--- config.mk ---
export PLATFORM = sky130hd
export DESIGN_NAME = xmodem_crc_receiver
export DESIGN_NICKNAME = d
export VERILOG_FILES = /design/src/hdl/xcrc_pkg.sv /design/src/hdl/xcrc_core.sv /design/src/hdl/xcrc_rq.sv /design/src/hdl/xmodem_crc_receiver.sv
export SDC_FILE = /design/constraint.sdc
export NUM_CORES = 1
export LEC_CHECK = 0
export ABC_CLOCK_PERIOD_IN_PS = 17300
export CAP_MARGIN = 20
export CORE_ASPECT_RATIO = 0.9
export CORE_UTILIZATION = 40
export DETAILED_ROUTE_END_ITERATION = 10
export DONT_BUFFER_PORTS = 1
export HOLD_SLACK_MARGIN = 0.06
export PLACE_DENSITY = 0.63
export SLEW_MARGIN = 15
export SYNTH_ARGS = -nofsm -noshare
export SYNTH_HDL_FRONTEND = slang
export SYNTH_SLANG_ARGS = --single-unit
--- constraint.sdc ---
create_clock -name clk -period 17.3 [get_ports clk]
set_clock_uncertainty 0.05 [all_clocks]
set_input_delay 0.865 -clock clk [delete_from_list [all_inputs] [get_ports clk]]
set_output_delay 0.865 -clock clk [all_outputs]
set_load 0.01 [all_outputs]
--- src/hdl/xcrc_pkg.sv ---
// shared types, protocol constants and helper functions for the xmodem crc receiver
package xcrc_pkg;

  localparam int BUFFER_BYTES_DEF = 65536;

  // result queue
  localparam int RQ_DEPTH = 8;
  localparam int RQ_AW    = $clog2(RQ_DEPTH);
  localparam int RQ_CW    = $clog2(RQ_DEPTH + 1);
  localparam int MAX_RES  = 3;

  // link characters
  localparam logic [7:0] CH_SOH = 8'h01;
  localparam logic [7:0] CH_STX = 8'h02;
  localparam logic [7:0] CH_EOT = 8'h04;
  localparam logic [7:0] CH_ACK = 8'h06;
  localparam logic [7:0] CH_NAK = 8'h15;
  localparam logic [7:0] CH_CAN = 8'h18;
  localparam logic [7:0] CH_C   = 8'h43;

  localparam logic [15:0] CRC_POLY = 16'h1021;

  // input kinds
  localparam logic [1:0] IK_BYTE  = 2'd0;
  localparam logic [1:0] IK_TICK  = 2'd1;
  localparam logic [1:0] IK_START = 2'd2;

  // result kinds
  localparam logic [1:0] RK_TX     = 2'd0;
  localparam logic [1:0] RK_WRITE  = 2'd1;
  localparam logic [1:0] RK_FINISH = 2'd2;

  // session status codes
  localparam logic [2:0] ST_OK       = 3'd0;
  localparam logic [2:0] ST_TIMEOUT  = 3'd1;
  localparam logic [2:0] ST_CANCEL   = 3'd2;
  localparam logic [2:0] ST_RETRIES  = 3'd3;
  localparam logic [2:0] ST_SEQ_ERR  = 3'd4;
  localparam logic [2:0] ST_OVERFLOW = 3'd5;

  // configuration register indexes
  localparam logic [1:0] CFG_CAPACITY   = 2'd0;
  localparam logic [1:0] CFG_BYTE_TO    = 2'd1;
  localparam logic [1:0] CFG_CANCEL_TO  = 2'd2;
  localparam logic [1:0] CFG_MAX_RETRY  = 2'd3;

  typedef enum logic [1:0] {
    PH_IDLE,
    PH_HEADER,
    PH_CANCEL,
    PH_PACKET
  } phase_t;

  typedef struct packed {
    logic [1:0] kind;
    logic [7:0] rx_byte;
  } in_item_t;

  typedef struct packed {
    logic [1:0]  result_kind;
    logic [7:0]  tx_byte;
    logic [15:0] write_addr;
    logic [7:0]  write_data;
    logic [2:0]  status;
    logic [16:0] length;
    logic        last;
  } out_item_t;

  typedef struct packed {
    logic [16:0] buffer_capacity;
    logic [15:0] byte_timeout_ticks;
    logic [15:0] cancel_timeout_ticks;
    logic [7:0]  max_retries;
  } cfg_t;

  function automatic logic [15:0] crc_byte(input logic [15:0] crc_in, input logic [7:0] b);
    logic [15:0] c;
    c = crc_in ^ {b, 8'h00};
    for (int j = 0; j < 8; j++) begin
      c = c[15] ? ({c[14:0], 1'b0} ^ CRC_POLY) : {c[14:0], 1'b0};
    end
    return c;
  endfunction

  function automatic out_item_t mk_tx(input logic [7:0] b);
    out_item_t r;
    r = '0;
    r.result_kind = RK_TX;
    r.tx_byte = b;
    return r;
  endfunction

  function automatic out_item_t mk_write(input logic [15:0] addr, input logic [7:0] data);
    out_item_t r;
    r = '0;
    r.result_kind = RK_WRITE;
    r.write_addr = addr;
    r.write_data = data;
    return r;
  endfunction

  function automatic out_item_t mk_finish(input logic [2:0] st, input logic [16:0] len);
    out_item_t r;
    r = '0;
    r.result_kind = RK_FINISH;
    r.status = st;
    r.length = len;
    return r;
  endfunction

endpackage

--- src/hdl/xcrc_core.sv ---
// receiver protocol state and per-transfer result generation
module xcrc_core
  import xcrc_pkg::*;
#(
  parameter int BUFFER_BYTES = BUFFER_BYTES_DEF
) (
  input  logic                 clk,
  input  logic                 rst_n,
  input  logic                 proc,
  input  in_item_t             item,
  input  cfg_t                 cfg,
  output logic [1:0]           res_cnt,
  output out_item_t [MAX_RES-1:0] res
);

  localparam logic [31:0] BUF_LIM = 32'(BUFFER_BYTES);

  phase_t      phase_r, phase_nxt;
  logic        started_r, started_nxt;
  logic [7:0]  retry_r, retry_nxt;
  logic [15:0] idle_r, idle_nxt;
  logic [7:0]  exp_seq_r, exp_seq_nxt;
  logic [16:0] committed_r, committed_nxt;
  logic        long_r, long_nxt;
  logic [10:0] pidx_r, pidx_nxt;
  logic [7:0]  seq_r, seq_nxt;
  logic [7:0]  inv_r, inv_nxt;
  logic [15:0] crc_r, crc_nxt;
  logic [7:0]  crc_hi_r, crc_hi_nxt;

  logic [16:0] cap;
  assign cap = ({15'd0, cfg.buffer_capacity} > BUF_LIM) ? BUF_LIM[16:0] : cfg.buffer_capacity;

  always_comb begin
    logic [1:0]  n;
    logic [8:0]  retry_inc;
    logic        retry_over;
    logic [15:0] lim;
    logic [15:0] idle_inc;
    logic [10:0] blk;
    logic [17:0] addr_full;
    logic [16:0] room;
    logic [16:0] take;
    logic [16:0] new_len;
    logic [7:0]  b;

    n = '0;
    res = '0;
    b = item.rx_byte;
    phase_nxt = phase_r;
    started_nxt = started_r;
    retry_nxt = retry_r;
    idle_nxt = idle_r;
    exp_seq_nxt = exp_seq_r;
    committed_nxt = committed_r;
    long_nxt = long_r;
    pidx_nxt = pidx_r;
    seq_nxt = seq_r;
    inv_nxt = inv_r;
    crc_nxt = crc_r;
    crc_hi_nxt = crc_hi_r;

    retry_inc = {1'b0, retry_r} + 9'd1;
    retry_over = retry_inc > {1'b0, cfg.max_retries};
    lim = (phase_r == PH_CANCEL) ? cfg.cancel_timeout_ticks : cfg.byte_timeout_ticks;
    idle_inc = (idle_r != 16'hFFFF) ? idle_r + 16'd1 : idle_r;
    blk = long_r ? 11'd1024 : 11'd128;
    addr_full = {1'b0, committed_r} + 18'(pidx_r - 11'd2);
    room = (committed_r < cap) ? cap - committed_r : 17'd0;
    take = (17'(blk) < room) ? 17'(blk) : room;
    new_len = committed_r + take;

    if (proc) begin
      case (item.kind)
        IK_START: begin
          started_nxt = 1'b0;
          retry_nxt = '0;
          exp_seq_nxt = 8'd1;
          committed_nxt = '0;
          pidx_nxt = '0;
          crc_nxt = '0;
          phase_nxt = PH_HEADER;
          idle_nxt = '0;
          res[n] = mk_tx(CH_C);
          n = n + 2'd1;
        end
        IK_TICK: begin
          if (phase_r != PH_IDLE) begin
            idle_nxt = idle_inc;
            if (idle_inc >= lim) begin
              idle_nxt = '0;
              case (phase_r)
                PH_HEADER: begin
                  if (retry_over) begin
                    phase_nxt = PH_IDLE;
                    res[n] = mk_finish(ST_TIMEOUT, committed_r);
                    n = n + 2'd1;
                  end else begin
                    retry_nxt = retry_inc[7:0];
                    if (!started_r) begin
                      res[n] = mk_tx(CH_C);
                      n = n + 2'd1;
                    end
                  end
                end
                PH_CANCEL: begin
                  phase_nxt = PH_HEADER;
                  if (!started_r) begin
                    res[n] = mk_tx(CH_C);
                    n = n + 2'd1;
                  end
                end
                default: begin
                  res[n] = mk_tx(CH_NAK);
                  n = n + 2'd1;
                  phase_nxt = PH_HEADER;
                  if (retry_over) begin
                    phase_nxt = PH_IDLE;
                    res[n] = mk_finish(ST_RETRIES, committed_r);
                    n = n + 2'd1;
                  end else begin
                    retry_nxt = retry_inc[7:0];
                  end
                end
              endcase
            end
          end
        end
        IK_BYTE: begin
          case (phase_r)
            PH_HEADER: begin
              idle_nxt = '0;
              if (b == CH_EOT) begin
                res[n] = mk_tx(CH_ACK);
                n = n + 2'd1;
                phase_nxt = PH_IDLE;
                res[n] = mk_finish(ST_OK, committed_r);
                n = n + 2'd1;
              end else if (b == CH_CAN) begin
                phase_nxt = PH_CANCEL;
              end else if (b == CH_SOH || b == CH_STX) begin
                started_nxt = 1'b1;
                long_nxt = (b == CH_STX);
                pidx_nxt = '0;
                crc_nxt = '0;
                phase_nxt = PH_PACKET;
              end else if (!started_r) begin
                res[n] = mk_tx(CH_C);
                n = n + 2'd1;
              end
            end
            PH_CANCEL: begin
              if (b == CH_CAN) begin
                phase_nxt = PH_IDLE;
                res[n] = mk_finish(ST_CANCEL, committed_r);
                n = n + 2'd1;
              end else begin
                phase_nxt = PH_HEADER;
                idle_nxt = '0;
                if (!started_r) begin
                  res[n] = mk_tx(CH_C);
                  n = n + 2'd1;
                end
              end
            end
            PH_PACKET: begin
              idle_nxt = '0;
              if (pidx_r == 11'd0) begin
                seq_nxt = b;
              end else if (pidx_r == 11'd1) begin
                inv_nxt = b;
              end else if (pidx_r < blk + 11'd2) begin
                crc_nxt = crc_byte(crc_r, b);
                if (addr_full < {1'b0, cap}) begin
                  res[n] = mk_write(addr_full[15:0], b);
                  n = n + 2'd1;
                end
              end else if (pidx_r == blk + 11'd2) begin
                crc_hi_nxt = b;
              end
              if (pidx_r >= blk + 11'd3) begin
                // block complete: check it and answer with ACK, NAK or CAN
                phase_nxt = PH_HEADER;
                if (({1'b0, seq_r} + {1'b0, inv_r}) != 9'h0FF) begin
                  res[n] = mk_tx(CH_NAK);
                  n = n + 2'd1;
                end else if ({crc_hi_r, b} != crc_r) begin
                  res[n] = mk_tx(CH_NAK);
                  n = n + 2'd1;
                end else if (seq_r != exp_seq_r) begin
                  if (seq_r == exp_seq_r - 8'd1) begin
                    res[n] = mk_tx(CH_ACK);
                    n = n + 2'd1;
                  end else begin
                    res[n] = mk_tx(CH_CAN);
                    n = n + 2'd1;
                    res[n] = mk_tx(CH_CAN);
                    n = n + 2'd1;
                    phase_nxt = PH_IDLE;
                    res[n] = mk_finish(ST_SEQ_ERR, committed_r);
                    n = n + 2'd1;
                  end
                end else begin
                  committed_nxt = new_len;
                  exp_seq_nxt = exp_seq_r + 8'd1;
                  retry_nxt = '0;
                  res[n] = mk_tx(CH_ACK);
                  n = n + 2'd1;
                  if (new_len >= cap) begin
                    phase_nxt = PH_IDLE;
                    res[n] = mk_finish(ST_OVERFLOW, new_len);
                    n = n + 2'd1;
                  end
                end
              end else begin
                pidx_nxt = pidx_r + 11'd1;
              end
            end
            default: begin
            end
          endcase
        end
        default: begin
        end
      endcase
    end

    if (n != 2'd0) begin
      res[n - 2'd1].last = 1'b1;
    end
    res_cnt = n;
  end

  always_ff @(posedge clk) begin
    if (!rst_n) begin
      phase_r     <= PH_IDLE;
      started_r   <= 1'b0;
      retry_r     <= '0;
      idle_r      <= '0;
      exp_seq_r   <= 8'd1;
      committed_r <= '0;
      long_r      <= 1'b0;
      pidx_r      <= '0;
      seq_r       <= '0;
      inv_r       <= '0;
      crc_r       <= '0;
      crc_hi_r    <= '0;
    end else begin
      phase_r     <= phase_nxt;
      started_r   <= started_nxt;
      retry_r     <= retry_nxt;
      idle_r      <= idle_nxt;
      exp_seq_r   <= exp_seq_nxt;
      committed_r <= committed_nxt;
      long_r      <= long_nxt;
      pidx_r      <= pidx_nxt;
      seq_r       <= seq_nxt;
      inv_r       <= inv_nxt;
      crc_r       <= crc_nxt;
      crc_hi_r    <= crc_hi_nxt;
    end
  end

endmodule

--- src/hdl/xcrc_rq.sv ---
// result queue: takes up to three results a cycle, hands out one per transfer
module xcrc_rq
  import xcrc_pkg::*;
(
  input  logic                    clk,
  input  logic                    rst_n,
  input  logic [1:0]              push_cnt,
  input  out_item_t [MAX_RES-1:0] push_item,
  output logic                    room,
  output logic                    out_valid,
  input  logic                    out_stall,
  output out_item_t               out_item
);

  out_item_t        mem_r [RQ_DEPTH];
  logic [RQ_AW-1:0] wr_ptr_r, rd_ptr_r;
  logic [RQ_CW-1:0] count_r;
  logic             pop;

  assign out_valid = (count_r != '0);
  assign out_item  = mem_r[rd_ptr_r];
  assign pop       = out_valid && !out_stall;
  // space for the worst case of one item, not counting this cycle's pop
  assign room      = (count_r <= RQ_CW'(RQ_DEPTH - MAX_RES));

  always_ff @(posedge clk) begin
    for (int k = 0; k < MAX_RES; k++) begin
      if (k < int'(push_cnt)) begin
        mem_r[RQ_AW'(wr_ptr_r + RQ_AW'(k))] <= push_item[k];
      end
    end
  end

  always_ff @(posedge clk) begin
    if (!rst_n) begin
      wr_ptr_r <= '0;
      rd_ptr_r <= '0;
      count_r  <= '0;
    end else begin
      wr_ptr_r <= wr_ptr_r + RQ_AW'(push_cnt);
      if (pop) begin
        rd_ptr_r <= rd_ptr_r + 1'b1;
      end
      count_r <= count_r + RQ_CW'(push_cnt) - RQ_CW'(pop);
    end
  end

endmodule

--- src/hdl/xmodem_crc_receiver.sv ---
// top level of the xmodem crc receiver: input stage, config registers, core and result queue
//
// channel   direction  handshake             payload
// in_       input      in_valid / in_stall   in_item_t  (kind, rx_byte)
// out_      output     out_valid / out_stall out_item_t (one result per transfer)
// cfg_      input      cfg_we                cfg_index, cfg_wdata
//
// one input transfer per cycle while in_stall is low; a taken item waits in the staging register
// and is worked once the queue has room; its results are queued and handed out one per output transfer.
// up to three results per item go into an eight-entry result queue; the input stalls while an item
// is staged and the queue has fewer than three free entries.
// reset clears the session state and loads the default register values.
module xmodem_crc_receiver
  import xcrc_pkg::*;
#(
  parameter int BUFFER_BYTES = BUFFER_BYTES_DEF
) (
  input  logic        clk,
  input  logic        rst_n,
  input  logic        in_valid,
  output logic        in_stall,
  input  in_item_t    in_item,
  output logic        out_valid,
  input  logic        out_stall,
  output out_item_t   out_item,
  input  logic        cfg_we,
  input  logic [1:0]  cfg_index,
  input  logic [16:0] cfg_wdata
);

  cfg_t                    cfg_r;
  in_item_t                stg_item_r;
  logic                    stg_valid_r;
  logic                    room;
  logic                    proc;
  logic [1:0]              res_cnt;
  out_item_t [MAX_RES-1:0] res;

  assign proc     = stg_valid_r && room;
  assign in_stall = stg_valid_r && !room;

  always_ff @(posedge clk) begin
    if (!rst_n) begin
      cfg_r.buffer_capacity      <= 17'd65536;
      cfg_r.byte_timeout_ticks   <= 16'd1000;
      cfg_r.cancel_timeout_ticks <= 16'd500;
      cfg_r.max_retries          <= 8'd10;
    end else if (cfg_we) begin
      case (cfg_index)
        CFG_CAPACITY:  cfg_r.buffer_capacity      <= cfg_wdata;
        CFG_BYTE_TO:   cfg_r.byte_timeout_ticks   <= cfg_wdata[15:0];
        CFG_CANCEL_TO: cfg_r.cancel_timeout_ticks <= cfg_wdata[15:0];
        CFG_MAX_RETRY: cfg_r.max_retries          <= cfg_wdata[7:0];
        default: begin
        end
      endcase
    end
  end

  always_ff @(posedge clk) begin
    if (!rst_n) begin
      stg_valid_r <= 1'b0;
    end else if (in_valid && !in_stall) begin
      stg_valid_r <= 1'b1;
    end else if (proc) begin
      stg_valid_r <= 1'b0;
    end
  end

  always_ff @(posedge clk) begin
    if (in_valid && !in_stall) begin
      stg_item_r <= in_item;
    end
  end

  xcrc_core #(
    .BUFFER_BYTES(BUFFER_BYTES)
  ) u_core (
    .clk    (clk),
    .rst_n  (rst_n),
    .proc   (proc),
    .item   (stg_item_r),
    .cfg    (cfg_r),
    .res_cnt(res_cnt),
    .res    (res)
  );

  xcrc_rq u_rq (
    .clk      (clk),
    .rst_n    (rst_n),
    .push_cnt (res_cnt),
    .push_item(res),
    .room     (room),
    .out_valid(out_valid),
    .out_stall(out_stall),
    .out_item (out_item)
  );

endmodule
==> flow_metrics.py <==
metrics = {
    "run_status": {
        "status": "finished clean",
    },
    "power_and_ir_drop": {
        "seq_power_share_pct": 43.0,
        "p_sw_mw": 1.01,
        "power_mw": 3.74,
        "irDropWorstVdd_v": 0.0000781,
        "p_leak_nw": 14.8,
        "p_clk_share_pct": 42.2,
        "power.density_nw_per_um2": 92.8,
        "p_comb_share_pct": 14.9,
        "p_int_mw": 2.74,
        "sw_frac_of_total_pct": 26.9,
    },
    "clocking": {
        "post_cts_buffers": 0,
        "cts.sinks": 609,
        "clock_latency_ns": 0.66,
        "htree_levels": 3,
        "holdBufCountCts": 0,
        "cts_made_buffers": 71,
        "clk_pin_slew_worst_paths_ns": 0.06,
        "postCtsResizedCells": 0,
        "cts-root-buf": "clkbuf_16",
        "cts_buffer_depth": 3,
        "cts_tree": "yes",
    },
    "global_route": {
        "grtUsageTotal_pct": 24.4,
        "grt_pass1_vias": 26100,
        "antenna_found_initial": 2,
        "grt_start_max_net_pins": 160,
        "grt_pass1_wl_mm": 171,
        "grt-ovfl-total": 0,
    },
    "synth": {
        "ys_seq_elements": 609,
        "syn_avg_cell_area_um2": 10.4,
        "syn_inst": 3525,
        "synth.top_cell.area_share_pct": 35.6,
        "synth-seq-area-share_pct": 45.1,
        "synth_area_um2": 36600,
        "synth_flop_cell": "edfxtp_1",
        "synth_edf_count": 434,
        "synth_area_leader_cell": "edfxtp_1",
        "yosys_warnings": 0,
        "synth_cell_types": 103,
        "synth_area_leaders": "edfxtp_1 (36%), dfxtp_1 (9.6%), mux4_2 (6.5%), mux2i_1 (5.5%), ha_1 (5.1%)",
        "synthArstFlopShare_pct": 0,
    },
    "worst_setup_path": {
        "cp_common_cell": "ha_1",
        "arrival_ns": 12.91,
        "cp_max_fo": 40,
        "start_kind": "flop",
        "cp.depth": 44,
        "cp-endpoint": "u_rq.mem_r[2][30]$_SDFFCE_PP0P_",
        "r2r-end": "u_rq.mem_r[2][30]$_SDFFCE_PP0P_",
        "critPathRequiredTime_ns": 17.52,
        "max_stage_delay_ns": 0.79,
        "path_buf_inv": 6,
        "r2r-start": "cfg_r[56]$_SDFFE_PN1P_",
        "reg2reg_depth": 44,
        "r2r_slack_ns": 4.61,
        "crit_slowest_cell": "or3_1",
        "critical-path-top-delay-family": "compound AO/OA/AOI/OAI gates",
        "worstSetupEndpointType": "flop",
        "worstSetupPathType": "flop to flop",
        "startpoint": "cfg_r[56]$_SDFFE_PN1P_",
    },
    "place": {
        "gp_congestion": 1.01,
        "dp_hpwl_mm": 79.5,
        "placed_area_um2": 37800,
        "post-place-cells": 4592,
        "io_buffers": 0,
    },
    "worst_hold_path": {
        "hold_path.class": "primary input to flop",
        "hp-start": "rst_n",
    },
    "timing": {
        "worst_hold_slack_ns": 0.273,
        "hold_viol_final": 0,
        "setup_violations": 0,
        "rsz0062_at_grt": "no",
        "fin_setup_tns_ns": 0,
        "finalWorstPathRequiredPeriod_ns": 12.69,
        "finalCritPeriodShare_pct": 73.3,
        "worstMarginPinSlew_ns": 1.28,
        "max_freq_mhz": 78.8,
        "maxSlewHeadroom_pct": 14.3,
        "report.final.slew_viol_count": 0,
    },
    "route": {
        "wl_per_cell_um": 24.2,
        "viasPerCell": 5.92,
        "firstDrtPassIters": 8,
        "vias": 28000,
        "wl_mm": 115,
        "drc": 0,
        "drt_iter0_markers": 3319,
        "antenna_left": 0,
    },
    "layout": {
        "area_growth_pct": 10.1,
        "final_area_um2": 40300,
        "nNetsFinal": 3643,
        "fin_cells": 4729,
        "final_cell_mix": "nor2_1 (454), edfxtp_1 (434), nand2_1 (341)",
        "fill_cells": 8465,
        "seq_area_um2": 16500,
        "diodes": 0,
        "final_common_cell": "nor2_1",
        "drive_gt1_share_pct": 12.3,
        "multi_input_area_um2": 18900,
    },
    "floorplan": {
        "core_area_um2": 90000,
        "dieArea_um2": 92800,
        "ioPinCount": 91,
        "die_x_um": 321,
        "rows": 104,
        "die_h_um": 289,
        "start_util_pct": 40.7,
    },
    "job": {
        "max_cap_violations": 0,
    },
}
==> state kept, by name, summed over array words and instances, names as in the netlist, named ones only <==
signal	flops
u_core.idle_r	16
u_rq.rd_ptr_r	3
u_core.exp_seq_r	8
u_rq.mem_r	424
u_core.long_r	1
u_core.seq_r	8
u_core.inv_r	8
stg_valid_r	1
u_core.crc_r	16
u_rq.count_r	4
u_rq.wr_ptr_r	3
u_core.started_r	1
u_core.retry_r	8
u_core.phase_r	2
u_core.pidx_r	11
stg_item_r	10
u_core.committed_r	17
cfg_r	57
u_core.crc_hi_r	8
==> cell usage after synthesis, types with 48 or more instances <==
library cell,number
nor2_1,455
edfxtp_1,434
nand2_1,341
mux2i_1,203
a21oi_1,177
dfxtp_1,175
ha_1,150
nand3_1,130
clkbuf_1,126
o21ai_0,117
mux4_2,106
inv_1,93
nor2b_1,87
xnor2_1,87
mux2_2,66
a21boi_0,57
nor3_1,53
xor2_1,48
==> how the worst min path moves through the flow <==
stage                                   to  slack, ns  cells after the start
finish              cfg_r[12]$_SDFFE_PN1P_       0.27                      1
global route        cfg_r[12]$_SDFFE_PN1P_       0.25                      1
CTS                 cfg_r[30]$_SDFFE_PN1P_       0.23                      1
floorplan            cfg_r[8]$_SDFFE_PN0P_       0.39                      2
global placement    cfg_r[10]$_SDFFE_PN1P_       0.40                      2
detailed placement  cfg_r[14]$_SDFFE_PN1P_       0.40                      2
==> kinds of logic after synthesis <==
| logic type | count (synthesis) | synth area share (%) |
|---|---|---|
| and+or+nand+nor | 1267 | 15.9 |
| AOI/OAI and AO/OA | 658 | 12.2 |
| DFF | 609 | 45.1 |
| muxes | 379 | 14.2 |
| buffers and inverters | 320 | 3.81 |
| adders and majority gates | 156 | 5.45 |
| xor gates and xnor gates | 135 | 3.23 |
| other | 1 | 0.0102 |
==> power by group through the flow <==
| stage | sequential [mW] | combinational, mW | clock, mW |
|---|---|---|---|
| final | 1.61 | 0.556 | 1.58 |
| after floorplan | 1.61 | 0.436 | 0 |
| after global placement | 1.64 | 0.562 | 0 |
| after global routing | 1.61 | 0.598 | 1.65 |
| after detailed placement | 1.64 | 0.564 | 0 |
| after CTS | 1.61 | 0.566 | 1.60 |
==> metal layers <==
metal  track usage (%)  wire length [um]
met5                 0                13
met4              9.36              4260
met2              36.6             49600
met3              4.43             10100
met1              34.9             50600
==> final cells by class <==
class	instances	area share (%)
multi-input cells	2602	46.9
flip-flops and latches	609	41.0
clock buffers	88	4.64
well taps	1219	3.78
clock inverters	42	1.43
repair buffers	73	1.40
inverters	96	0.893
==> per-stage QoR <==
step           util (%)  setup slack (ns)
3_3_place_gp       42.0              5.17
2_1_floorplan         -              5.01
5_1_grt            44.8              3.84
3_5_place_dp       42.0              4.89
6_report           44.8              4.61
4_1_cts            44.7              4.83
(Power assumes the default switching activity.)
